--- config.mk ---
export PLATFORM = sky130hd
export DESIGN_NAME = mbsb_ctrl
export DESIGN_NICKNAME = d
export VERILOG_FILES = /design/src/design/mbsb_pkg.sv /design/src/design/mbsb_ctrl.sv
export SDC_FILE = /design/constraint.sdc
export NUM_CORES = 1
export LEC_CHECK = 0
export ABC_AREA = 1
export BUFFER_PORTS_ARGS = -buffer_cell sky130_fd_sc_hd__buf_2
export CAP_MARGIN = 40
export CORE_AREA = 2 2 39 41
export CTS_BUF_LIST = sky130_fd_sc_hd__clkbuf_4
export DETAILED_ROUTE_END_ITERATION = 7
export DIE_AREA = 0 0 41 43
export MAX_ROUTING_LAYER = met4
export PLACE_DENSITY = 0.63
export SETUP_SLACK_MARGIN = 0.05
export SYNTH_ARGS = -nofsm -noshare
export SYNTH_HDL_FRONTEND = slang
export SYNTH_SLANG_ARGS = --single-unit
export TNS_END_PERCENT = 20
--- constraint.sdc ---
create_clock -name clk -period 3.1 [get_ports clk]
set_input_delay 0.155 -clock clk [delete_from_list [all_inputs] [get_ports clk]]
set_output_delay 0.155 -clock clk [all_outputs]
set_load 0.005 [all_outputs]
--- src/design/mbsb_pkg.sv ---
// Shared types and constants for the MSB-first bit stream buffer.
// No dependencies; imported by every other file of the block but mbsb_ram.
`timescale 1ns / 1ps
`default_nettype none

package mbsb_pkg;

	localparam int unsigned BUFFER_BYTES_DEF = 1024;
	localparam int unsigned MAX_CHUNK_BITS   = 64;
	localparam int unsigned DATA_W           = 64;
	localparam int unsigned CNT_W            = 7;
	localparam int unsigned POS_W            = 14;
	localparam int unsigned BYTE_W           = 8;

	typedef enum logic [1:0] {
		OP_PUT   = 2'd0,
		OP_GET   = 2'd1,
		OP_CLEAR = 2'd2,
		OP_NONE  = 2'd3
	} op_t;

	typedef struct packed {
		logic [1:0]        op;
		logic [CNT_W-1:0]  bit_count;
		logic [DATA_W-1:0] put_value;
	} req_item_t;

	typedef struct packed {
		logic [DATA_W-1:0] read_value;
		logic              ok;
		logic              more_to_read;
		logic [POS_W-1:0]  write_position;
		logic [POS_W-1:0]  read_position;
	} rsp_item_t;

	// controller -> datapath
	typedef struct packed {
		logic load;
		logic align;
		logic put_step;
		logic get_step;
		logic get_tail;
		logic emit;
	} cmd_t;

	// datapath -> controller
	typedef struct packed {
		logic put_go;
		logic get_go;
		logic last;
	} sts_t;

endpackage

`default_nettype wire

--- src/design/mbsb_ctrl.sv ---
// Sequencer for the bit stream buffer: accepts items, steps the datapath
// and owns the result valid flag. Depends on mbsb_pkg.
`timescale 1ns / 1ps
`default_nettype none

module mbsb_ctrl import mbsb_pkg::*; (
	input  wire logic clk,
	input  wire logic arst_n,
	input  wire logic req_valid,
	output logic      req_stall,
	output logic      rsp_valid,
	input  wire logic rsp_stall,
	input  wire sts_t sts,
	output cmd_t      cmd
);

	typedef enum logic [5:0] {
		S_IDLE  = 6'b000001,
		S_ALIGN = 6'b000010,
		S_PUT   = 6'b000100,
		S_GET   = 6'b001000,
		S_TAIL  = 6'b010000,
		S_DONE  = 6'b100000
	} state_t;

	state_t state_q, state_d;
	logic   rsp_valid_q;
	logic   accept;

	assign req_stall = (state_q != S_IDLE);
	assign rsp_valid = rsp_valid_q;
	assign accept    = req_valid && (state_q == S_IDLE);

	always_comb begin
		cmd      = '0;
		state_d  = state_q;
		unique case (state_q)
			S_IDLE: begin
				if (accept) begin
					cmd.load = 1'b1;
					if (sts.put_go) begin
						state_d = S_ALIGN;
					end else if (sts.get_go) begin
						state_d = S_GET;
					end else begin
						state_d = S_DONE;
					end
				end
			end
			S_ALIGN: begin
				cmd.align = 1'b1;
				state_d   = S_PUT;
			end
			S_PUT: begin
				cmd.put_step = 1'b1;
				if (sts.last) begin
					state_d = S_DONE;
				end
			end
			S_GET: begin
				cmd.get_step = 1'b1;
				if (sts.last) begin
					state_d = S_TAIL;
				end
			end
			S_TAIL: begin
				cmd.get_tail = 1'b1;
				state_d      = S_DONE;
			end
			S_DONE: begin
				// hand over once the output register is free or being emptied
				if (!rsp_valid_q || !rsp_stall) begin
					cmd.emit = 1'b1;
					state_d  = S_IDLE;
				end
			end
			default: begin
				state_d = S_IDLE;
			end
		endcase
	end

	always_ff @(posedge clk or negedge arst_n) begin
		if (!arst_n) begin
			state_q     <= S_IDLE;
			rsp_valid_q <= 1'b0;
		end else begin
			state_q <= state_d;
			if (cmd.emit) begin
				rsp_valid_q <= 1'b1;
			end else if (!rsp_stall) begin
				rsp_valid_q <= 1'b0;
			end
		end
	end

endmodule

`default_nettype wire

==> results of run 1 <==
-- per-stage QoR --
step / setup WS (ns) / util / hold slack (ns) / total power (W) / cell area, um2
global placement: 1.83 / 0.414 / -0.00679 / 0.000493 / 573
CTS: 1.64 / 0.443 / 0.135 / 0.000592 / 613
finish: 1.65 / 0.443 / 0.129 / 0.000592 / 613
global route: 1.56 / 0.443 / 0.182 / 0.000640 / 613
floorplan: 1.93 / - / -0.141 / 0.000409 / 483
detailed placement: 1.83 / 0.414 / -0.00690 / 0.000498 / 573
-- routing by layer --
| metal | routed length, um | GRT usage | part of all wire | vias to the layer above |
|---|---|---|---|---|
| met5 | 0 | - | 0 | - |
| met4 | 37 | 0.113 | 0.036 | 0 |
| met3 | 30 | 0.0314 | 0.029 | 5 |
| met2 | 505 | 0.216 | 0.50 | 10 |
| met1 | 446 | 0.182 | 0.44 | 218 |
| li1 | - | - | - | 245 |
-- layout make-up --
class / count / share of cell area
Clock buffer: 4 / 0.0490
Timing Repair Buffer: 15 / 0.131
Tap cell: 16 / 0.0327
Multi-Input combinational cell: 46 / 0.420
Sequential cell: 7 / 0.288
Inverter: 13 / 0.0796
-- flip-flops by register name (all words and copies together) (netlist names) --
| register | flops |
|---|---|
| rsp_valid | 1 |
| state_q | 6 |
-- synthesized netlist by cell type, drive strengths merged --
library cell,number
inv,13
nand2,16
nand4,7
nand3,7
nor2,15
dfrtp,6
dfstp,1
nor3b,1
-- worst max path at each step --
stage,startpoint,end,depth (start not counted)
2_1_floorplan,state_q[0],state_q[3],7
3_3_place_gp,state_q[0],state_q[3],7
3_5_place_dp,state_q[0],state_q[3],7
4_1_cts,state_q[5],cmd[4],4
5_1_grt,state_q[0],cmd[5],5
6_report,state_q[5],cmd[4],4
-- critical path, cell delays in order (launching register included) --
cell and delay, ns:
dfrtp_1 0.40, nor2_4 0.26, nand3_1 0.19, inv_1 0.08
buf_2 0.10
-- report_power, final --
part	total, W	switching [W]	internal, W
registers	0.000176	0.0000441	0.000132
clock network	0.0000949	0.0000368	0.0000581
logic	0.000321	0.000204	0.000118
-- cells by family (layout without fill, tap and decap cells) --
kind of cell | after synthesis | in the layout | synth area share
AND/OR/NAND/NOR | 46 | 46 | 0.534
buffers and inverters | 13 | 32 | 0.101
flip-flops | 7 | 7 | 0.365
-- layout by cell type, fill, tap and decap left out --
master and count:
dfstp_2 1, nand4_1 7, dfrtp_1 6, nor2_2 1, nor2_1 10, inv_1 10, nor2_4 4, nor3b_1 1
nand2_2 3, dlygate4sd3_1 1, nand3_2 3, inv_2 3, buf_2 14, clkbuf_4 4, nand2_1 13, nand3_1 4
==> results_tabular.tex, run 1 <==
\begin{tabular}{lr}
\hline
Metric & Value \\
\hline
\multicolumn{2}{l}{\textbf{STA}} \\
Peak Freq & 689 MHz \\
Final Slew Violations & 0 \\
Final clock skew & 0.00299 ns \\
Actual slew at the worst max-slew pin & 0.263 ns \\
Relative slew margins & 0.824 \\
Unrepaired setup endpoints after global routing & no \\
Total Negative Setup Slacks & 0 ns \\
Final count of hold timing violations & 0 \\
Portion of the clock cycle consumed by the worst path in the final layout & 0.468 \\
Number of failing setup endpoints in the final timing report & 0 \\
Minimum period implied by the final worst setup slack & 1.45 ns \\
\multicolumn{2}{l}{\textbf{Synth}} \\
Yosys warnings & 0 \\
Post-synthesis net count & 73 \\
Share of Yosys cell area claimed by the top area cell type & 0.311 \\
Synth Cell Area & 483 um2 \\
Number of instances in the synthesized netlist & 66 \\
Portion of the post-synthesis area used by sequential elements & 0.365 \\
Register bit total from synthesis & 7 \\
Cell type with the largest total area after synthesis & dfrtp\_1 \\
Yosys cell types & 13 \\
Synthesized area per cell & 7.32 um2 \\
Top post-synthesis cells by area & dfrtp\_1 (31\%), nand2\_1 (10\%), nor2\_4 (9.3\%), nand4\_1 (9.1\%), inv\_1 (7.8\%) \\
\multicolumn{2}{l}{\textbf{Global routing}} \\
Antenna violations before repair & 0 \\
Maximum number of pins on one net before global-route repair & 10 \\
Vias in the first global route & 438 \\
Remaining global-route overflow & 0 \\
All-layer global routing usage & 0.153 \\
Global-route wire length before repair & 1.75 mm \\
\multicolumn{2}{l}{\textbf{Min path}} \\
Endpoint, Worst Hold & rsp\_valid \\
WHS Path Cells & 3 \\
Hold wc startpoint & rsp\_stall \\
Path class of the lowest-slack min-delay path & in2reg \\
\multicolumn{2}{l}{\textbf{Finish}} \\
Post-layout net count & 93 \\
Fraction of final layout cells sized beyond drive strength 1 & 0.388 \\
\# diodes & 0 \\
Fill cell count & 154 \\
Final std cells w/o fill & 101 \\
Area of the multi-input gates & 258 um2 \\
Synthesis-to-layout area growth & 26.9\% \\
Register area & 176 um2 \\
\multicolumn{2}{l}{\textbf{CTS}} \\
Quantity of hold-fixing buffers added after cts & 1 \\
Clock insertion delay at the later pin of the skew report & 0.26 ns \\
TritonCTS clock tree & built \\
Maximum level of the CTS H-tree & 1 \\
Total clock sinks & 7 \\
CTS Buffer Depth & 2 \\
Clock root cell & clkbuf\_4 \\
Gates resized, CTS repair & 0 \\
Inserted Clock Buffers & 3 \\
CTS clk-pin slew, worst paths & 0.05 ns \\
Setup Buffers After CTS & 0 \\
\multicolumn{2}{l}{\textbf{Routing}} \\
Wirelength, routed & 1.02 mm \\
Number of detailed-routing iterations run before antenna repair & 4 \\
WL per Instance & 10.1 um \\
First-iteration detailed-routing DRC count & 7 \\
Vias/cell & 4.73 \\
Antenna Nets Post-Route & 0 \\
Post-route DRC violation count & 0 \\
Via total after detailed routing & 478 \\
\multicolumn{2}{l}{\textbf{Worst setup path}} \\
Beginning of the worst register-to-register path & state\_q[0] \\
Register-to-Register Setup Slack & 1.81 ns \\
Data required time at the worst endpoint & 2.94 ns \\
Classification of the worst setup path & reg2out \\
Critical Path Fanout Max & 9 \\
Worst flop-to-flop path endpoint & state\_q[3] \\
Number of cell instances on the worst register-to-register path & 7 \\
Launching element type of the critical path & flip-flop \\
Critical path arrival & 1.30 ns \\
Capturing element type of the critical path & output pin \\
\multicolumn{2}{l}{\textbf{Run}} \\
Number of max-cap violations & 0 \\
\multicolumn{2}{l}{\textbf{Pwr}} \\
P per Cell Area & 966 nW/um2 \\
IR Drop Worst-Case VDD & 0.000322 V \\
Leakage & 0.395 nW \\
\multicolumn{2}{l}{\textbf{Floorplanning}} \\
Number of placement rows & 14 \\
Number of ports placed on the die boundary & 15 \\
Starting Density & 0.349 \\
Area of the core region & 1380 um2 \\
Y dimension of the die & 43 um \\
Chip Width & 41 um \\
DIE AREA & 1760 um2 \\
\multicolumn{2}{l}{\textbf{Placement}} \\
Routability Congestion & 0.898 \\
Port Buffers & 14 \\
Number of instances in the placed design & 96 \\
Post-detail-place hpwl & 820 um \\
\multicolumn{2}{l}{\textbf{Status}} \\
Status & completed \\
\hline
\end{tabular}
(Power assumes the default switching activity.)
==> inputs of run 2 (changes only) <==
==> constraint.sdc (replaced) <==
create_clock -name clk -period 1.5 [get_ports clk]
set_input_delay 0.075 -clock clk [delete_from_list [all_inputs] [get_ports clk]]
set_output_delay 0.075 -clock clk [all_outputs]
set_load 0.005 [all_outputs]
==> results_tabular.tex, run 2 (same netlist as run 1, synthesis figures left out) <==
\begin{tabular}{lr}
\hline
Metric & Value \\
\hline
\multicolumn{2}{l}{\textbf{Status}} \\
Status & completed \\
\multicolumn{2}{l}{\textbf{CTS}} \\
Inserted Clock Buffers & 3 \\
Clock root cell & clkbuf\_4 \\
TritonCTS clock tree & built \\
Maximum level of the CTS H-tree & 1 \\
CTS Buffer Depth & 2 \\
CTS clk-pin slew, worst paths & 0.05 ns \\
Clock insertion delay at the later pin of the skew report & 0.25 ns \\
Total clock sinks & 7 \\
\multicolumn{2}{l}{\textbf{Worst setup path}} \\
Critical Path Fanout Max & 8 \\
Family with the most delay on the worst path & flip-flops \\
CP max-delay cell & dfrtp\_1 \\
Capturing element type of the critical path & output pin \\
Critical path arrival & 1.28 ns \\
Beginning of the worst register-to-register path & state\_q[0] \\
Start point of the critical path & state\_q[2] \\
Launching element type of the critical path & flip-flop \\
Data required time at the worst endpoint & 1.42 ns \\
Delay of the slowest critical-path stage & 0.43 ns \\
Cell chain of the critical path & nor2\_4 -> nand4\_1 -> inv\_1 -> buf\_2 \\
Number of buffers and inverters on the critical path & 2 \\
Classification of the worst setup path & reg2out \\
\multicolumn{2}{l}{\textbf{Floorplanning}} \\
Number of ports placed on the die boundary & 15 \\
Area of the core region & 1380 um2 \\
Y dimension of the die & 43 um \\
Number of placement rows & 14 \\
Chip Width & 41 um \\
DIE AREA & 1760 um2 \\
Starting Density & 0.349 \\
\multicolumn{2}{l}{\textbf{Placement}} \\
Routability Congestion & 0.898 \\
Post-detail-place hpwl & 831 um \\
Port Buffers & 14 \\
\multicolumn{2}{l}{\textbf{STA}} \\
Minimum period implied by the final worst setup slack & 1.36 ns \\
Final Slew Violations & 0 \\
Final count of hold timing violations & 0 \\
Portion of the clock cycle consumed by the worst path in the final layout & 0.904 \\
Actual slew at the worst max-slew pin & 0.240 ns \\
Unrepaired setup endpoints after global routing & no \\
Total Negative Setup Slacks & 0 ns \\
Peak Freq & 737 MHz \\
Final clock skew & 0.000677 ns \\
Relative slew margins & 0.839 \\
Number of failing setup endpoints in the final timing report & 0 \\
\multicolumn{2}{l}{\textbf{Finish}} \\
Synthesis-to-layout area growth & 28.5\% \\
\# diodes & 0 \\
Commonest cells after routing, fill and taps aside & buf\_2 (14), nand2\_1 (13), inv\_1 (10), nor2\_1 (10), nand4\_1 (7) \\
Register area & 176 um2 \\
Post-layout net count & 94 \\
Register containing the most flip-flops in the final layout & state\_q \\
Fill cell count & 141 \\
Fraction of final layout cells sized beyond drive strength 1 & 0.395 \\
Number of flip-flops in the largest register & 6 \\
Most common cell after layout, fill and taps aside & buf\_2 \\
Area of the multi-input gates & 258 um2 \\
\multicolumn{2}{l}{\textbf{Routing}} \\
Antenna Nets Post-Route & 0 \\
Via total after detailed routing & 478 \\
Number of detailed-routing iterations run before antenna repair & 4 \\
Vias/cell & 4.69 \\
Post-route DRC violation count & 0 \\
Wirelength, routed & 1.03 mm \\
First-iteration detailed-routing DRC count & 4 \\
WL per Instance & 10.1 um \\
\multicolumn{2}{l}{\textbf{Pwr}} \\
Leakage & 0.400 nW \\
Total Power & 0.00125 W \\
IR Drop Worst-Case VDD & 0.000710 V \\
P per Cell Area & 2010 nW/um2 \\
\multicolumn{2}{l}{\textbf{Global routing}} \\
Antenna violations before repair & 0 \\
Global-route wire length before repair & 1.77 mm \\
Remaining global-route overflow & 0 \\
All-layer global routing usage & 0.158 \\
Vias in the first global route & 411 \\
Maximum number of pins on one net before global-route repair & 10 \\
\multicolumn{2}{l}{\textbf{Min path}} \\
Hold wc startpoint & rsp\_stall \\
Path class of the lowest-slack min-delay path & in2reg \\
\multicolumn{2}{l}{\textbf{Run}} \\
Number of max-cap violations & 0 \\
\hline
\end{tabular}
## run 2: tightest hold or removal path: cells and delay by family
| family | cells | cell delay, ns |
|---|---|---|
| AND/OR/NAND/NOR | 2 | 0.11 |
| buffers and inverters | 1 | 0.08 |
## run 2: timing repair
action                                 4_1_cts  5_1_grt
endpoints found under the hold margin        7        0
hold buffers                                 1        0
setup buffers                                0        1
resized for setup                            0        0
setup endpoints to repair                    0        1
## run 2: report_power, final
group	internal, W	switching, W
logic	0.000274	0.000420
registers	0.000273	0.0000883
clock network	0.000120	0.0000727
total	0.000667	0.000581
## run 2: area by class of cell
class                           instances  share of cell area
Multi-Input combinational cell         46               0.415
Sequential cell                         7               0.284
Timing Repair Buffer                   16               0.141
Inverter                               13              0.0786
Clock buffer                            4              0.0484
Tap cell                               16              0.0323
## run 2: stage by stage
| stage | instance area (um2) | hold WS, ns | utilization | instances | setup slack (ns) |
|---|---|---|---|---|---|
| 3_3_place_gp | 573 | -0.0868 | 0.414 | 96 | 0.229 |
| 4_1_cts | 613 | 0.0631 | 0.443 | 101 | 0.133 |
| 2_1_floorplan | 483 | -0.221 | - | 66 | 0.328 |
| 5_1_grt | 621 | 0.0908 | 0.448 | 102 | 0.0671 |
| 6_report | 621 | 0.0522 | 0.448 | 102 | 0.144 |
| 3_5_place_dp | 573 | -0.0854 | 0.414 | 96 | 0.220 |
## run 2: final timing paths
path                         endpoint  slack [ns]  depth (start not counted)
max in group asynchronous  state_q[0]        1.09                          2
min in group asynchronous   rsp_valid        0.18                          2
hold reg to reg             rsp_valid        0.49                          2
hold / removal              rsp_valid        0.05                          3
setup / recovery               cmd[1]        0.14                          4
setup reg to reg           state_q[3]        0.18                          7
## run 2: per-layer routing
layer | global-route usage | wire length [um] | up-vias
met5 | - | 0 | -
met4 | 0.120 | 30 | 0
met3 | 0.0314 | 47 | 5
met2 | 0.213 | 518 | 13
met1 | 0.197 | 432 | 207
li1 | - | - | 253
==> inputs of run 3 (changes only) <==
--- a/config.mk
+++ b/config.mk
@@ -12,7 +12,6 @@
 export CTS_BUF_LIST = sky130_fd_sc_hd__clkbuf_4
 export DETAILED_ROUTE_END_ITERATION = 7
 export DIE_AREA = 0 0 41 43
-export MAX_ROUTING_LAYER = met4
 export PLACE_DENSITY = 0.63
 export SETUP_SLACK_MARGIN = 0.05
 export SYNTH_ARGS = -nofsm -noshare
==> results_tabular.tex, run 3 (same netlist as run 1, synthesis figures left out) <==
\begin{tabular}{lr}
\hline
Metric & Value \\
\hline
\multicolumn{2}{l}{\textbf{Status}} \\
Status & completed \\
\multicolumn{2}{l}{\textbf{Placement}} \\
Number of instances in the placed design & 96 \\
Port Buffers & 14 \\
Post-detail-place hpwl & 831 um \\
Routability Congestion & 0.883 \\
\multicolumn{2}{l}{\textbf{Pwr}} \\
Leakage & 0.400 nW \\
Cell-internal power & 0.000667 W \\
Clock network fraction of design power & 0.155 \\
Switching power as a share of total power & 0.466 \\
P per Cell Area & 2010 nW/um2 \\
Net load switching power & 0.000581 W \\
Relative contribution of sequential cells to total power & 0.291 \\
IR Drop Worst-Case VDD & 0.000711 V \\
Part of the total power dissipated in combinational logic & 0.555 \\
\multicolumn{2}{l}{\textbf{CTS}} \\
Total clock sinks & 7 \\
Maximum level of the CTS H-tree & 1 \\
CTS clk-pin slew, worst paths & 0.05 ns \\
Inserted Clock Buffers & 3 \\
Clock root cell & clkbuf\_4 \\
TritonCTS clock tree & built \\
Gates resized, CTS repair & 0 \\
Clock insertion delay at the later pin of the skew report & 0.25 ns \\
CTS Buffer Depth & 2 \\
\multicolumn{2}{l}{\textbf{Finish}} \\
Register containing the most flip-flops in the final layout & state\_q \\
Fill cell count & 141 \\
Commonest cells after routing, fill and taps aside & buf\_2 (14), nand2\_1 (13), inv\_1 (10), nor2\_1 (10), nand4\_1 (7) \\
\# diodes & 0 \\
Fraction of final layout cells sized beyond drive strength 1 & 0.395 \\
Final std cells w/o fill & 102 \\
Post-layout net count & 94 \\
Synthesis-to-layout area growth & 28.5\% \\
Most common cell after layout, fill and taps aside & buf\_2 \\
Number of flip-flops in the largest register & 6 \\
\multicolumn{2}{l}{\textbf{STA}} \\
Number of failing setup endpoints in the final timing report & 0 \\
Relative slew margins & 0.837 \\
Total Negative Setup Slacks & 0 ns \\
Final clock skew & 0.00204 ns \\
Unrepaired setup endpoints after global routing & no \\
Minimum period implied by the final worst setup slack & 1.36 ns \\
Peak Freq & 736 MHz \\
Portion of the clock cycle consumed by the worst path in the final layout & 0.905 \\
Final count of hold timing violations & 0 \\
Final Slew Violations & 0 \\
Actual slew at the worst max-slew pin & 0.243 ns \\
Final Hold Slack & 0.0518 ns \\
\multicolumn{2}{l}{\textbf{Global routing}} \\
All-layer global routing usage & 0.154 \\
Maximum number of pins on one net before global-route repair & 10 \\
Global-route wire length before repair & 1.77 mm \\
Antenna violations before repair & 0 \\
Remaining global-route overflow & 0 \\
Vias in the first global route & 411 \\
\multicolumn{2}{l}{\textbf{Worst setup path}} \\
Start point of the critical path & state\_q[2] \\
Data required time at the worst endpoint & 1.42 ns \\
Delay of the slowest critical-path stage & 0.43 ns \\
Worst flop-to-flop path endpoint & state\_q[3] \\
Classification of the worst setup path & reg2out \\
Beginning of the worst register-to-register path & state\_q[0] \\
CP max-delay cell & dfrtp\_1 \\
Number of buffers and inverters on the critical path & 2 \\
Number of stages on the worst setup path & 4 \\
Critical path arrival & 1.28 ns \\
Register-to-Register Setup Slack & 0.18 ns \\
End point of the critical path & cmd[1] \\
Launching element type of the critical path & flip-flop \\
Cell chain of the critical path & nor2\_4 -> nand4\_1 -> inv\_1 -> buf\_2 \\
Critical Path Fanout Max & 8 \\
Number of cell instances on the worst register-to-register path & 7 \\
Family with the most delay on the worst path & flip-flops \\
Capturing element type of the critical path & output pin \\
\multicolumn{2}{l}{\textbf{Routing}} \\
WL per Instance & 9.96 um \\
Number of detailed-routing iterations run before antenna repair & 3 \\
Antenna Nets Post-Route & 0 \\
Post-route DRC violation count & 0 \\
Wirelength, routed & 1.02 mm \\
Vias/cell & 4.70 \\
First-iteration detailed-routing DRC count & 7 \\
Via total after detailed routing & 479 \\
\multicolumn{2}{l}{\textbf{Min path}} \\
Path class of the lowest-slack min-delay path & in2reg \\
\multicolumn{2}{l}{\textbf{Floorplanning}} \\
Chip Width & 41 um \\
Number of ports placed on the die boundary & 15 \\
Y dimension of the die & 43 um \\
Area of the core region & 1380 um2 \\
DIE AREA & 1760 um2 \\
Starting Density & 0.349 \\
Number of placement rows & 14 \\
\multicolumn{2}{l}{\textbf{Run}} \\
Number of max-cap violations & 0 \\
\hline
\end{tabular}
run 3: cell counts in the layout (fill, tap and decap cells not counted):
No cell type changed its count.
run 3: worst min-delay path: cells and delay by family:
kind          cells  cell delay (ns)
simple gates      2             0.11
buf+inv           1             0.08
run 3: worst min-delay path by stage:
stage,startpoint,end,slack [ns],depth (start not counted)
after floorplan,arst_n,rsp_valid,-0.22,0
after global placement,arst_n,state_q[2],-0.09,1
after detailed placement,arst_n,state_q[2],-0.09,1
after CTS,rsp_stall,rsp_valid,0.06,3
after global routing,rsp_stall,rsp_valid,0.09,3
final,rsp_stall,rsp_valid,0.05,3
run 3: power by group through the flow:
stage | clock network, W | logic [W] | registers, W
global route | 0.000205 | 0.000791 | 0.000376
finish | 0.000193 | 0.000692 | 0.000362
global placement | 0 | 0.000656 | 0.000362
detailed placement | 0 | 0.000660 | 0.000366
CTS | 0.000191 | 0.000664 | 0.000363
floorplan | 0 | 0.000490 | 0.000355
run 3: cell type report:
cell class,count,area (um2),share of cell area
Timing Repair Buffer,16,87.6,0.141
Inverter,13,48.8,0.0786
Multi-Input combinational cell,46,258,0.415
Tap cell,16,20.0,0.0323
Sequential cell,7,176,0.284
Clock buffer,4,30.0,0.0484
run 3: stage by stage:
stage	power (W)	instance area, um2	setup slack (ns)	util
2_1_floorplan	0.000845	483	0.328	-
3_3_place_gp	0.00102	573	0.229	0.414
3_5_place_dp	0.00103	573	0.220	0.414
4_1_cts	0.00122	613	0.133	0.443
5_1_grt	0.00137	621	0.0671	0.448
6_report	0.00125	621	0.142	0.448
run 3: per-layer routing:
layer  up-vias  wire, um  track usage
met3         5        30       0.0314
met5         -         0            0
met4         0        37        0.120
li1        252         -            -
met2        10       514        0.213
met1       212       434        0.197
run 3: timing repair:
item                                   4_1_cts  5_1_grt
setup endpoints to repair                    0        1
buffers inserted                             0        1
endpoints found under the hold margin        7        0
hold buffers                                 1        0
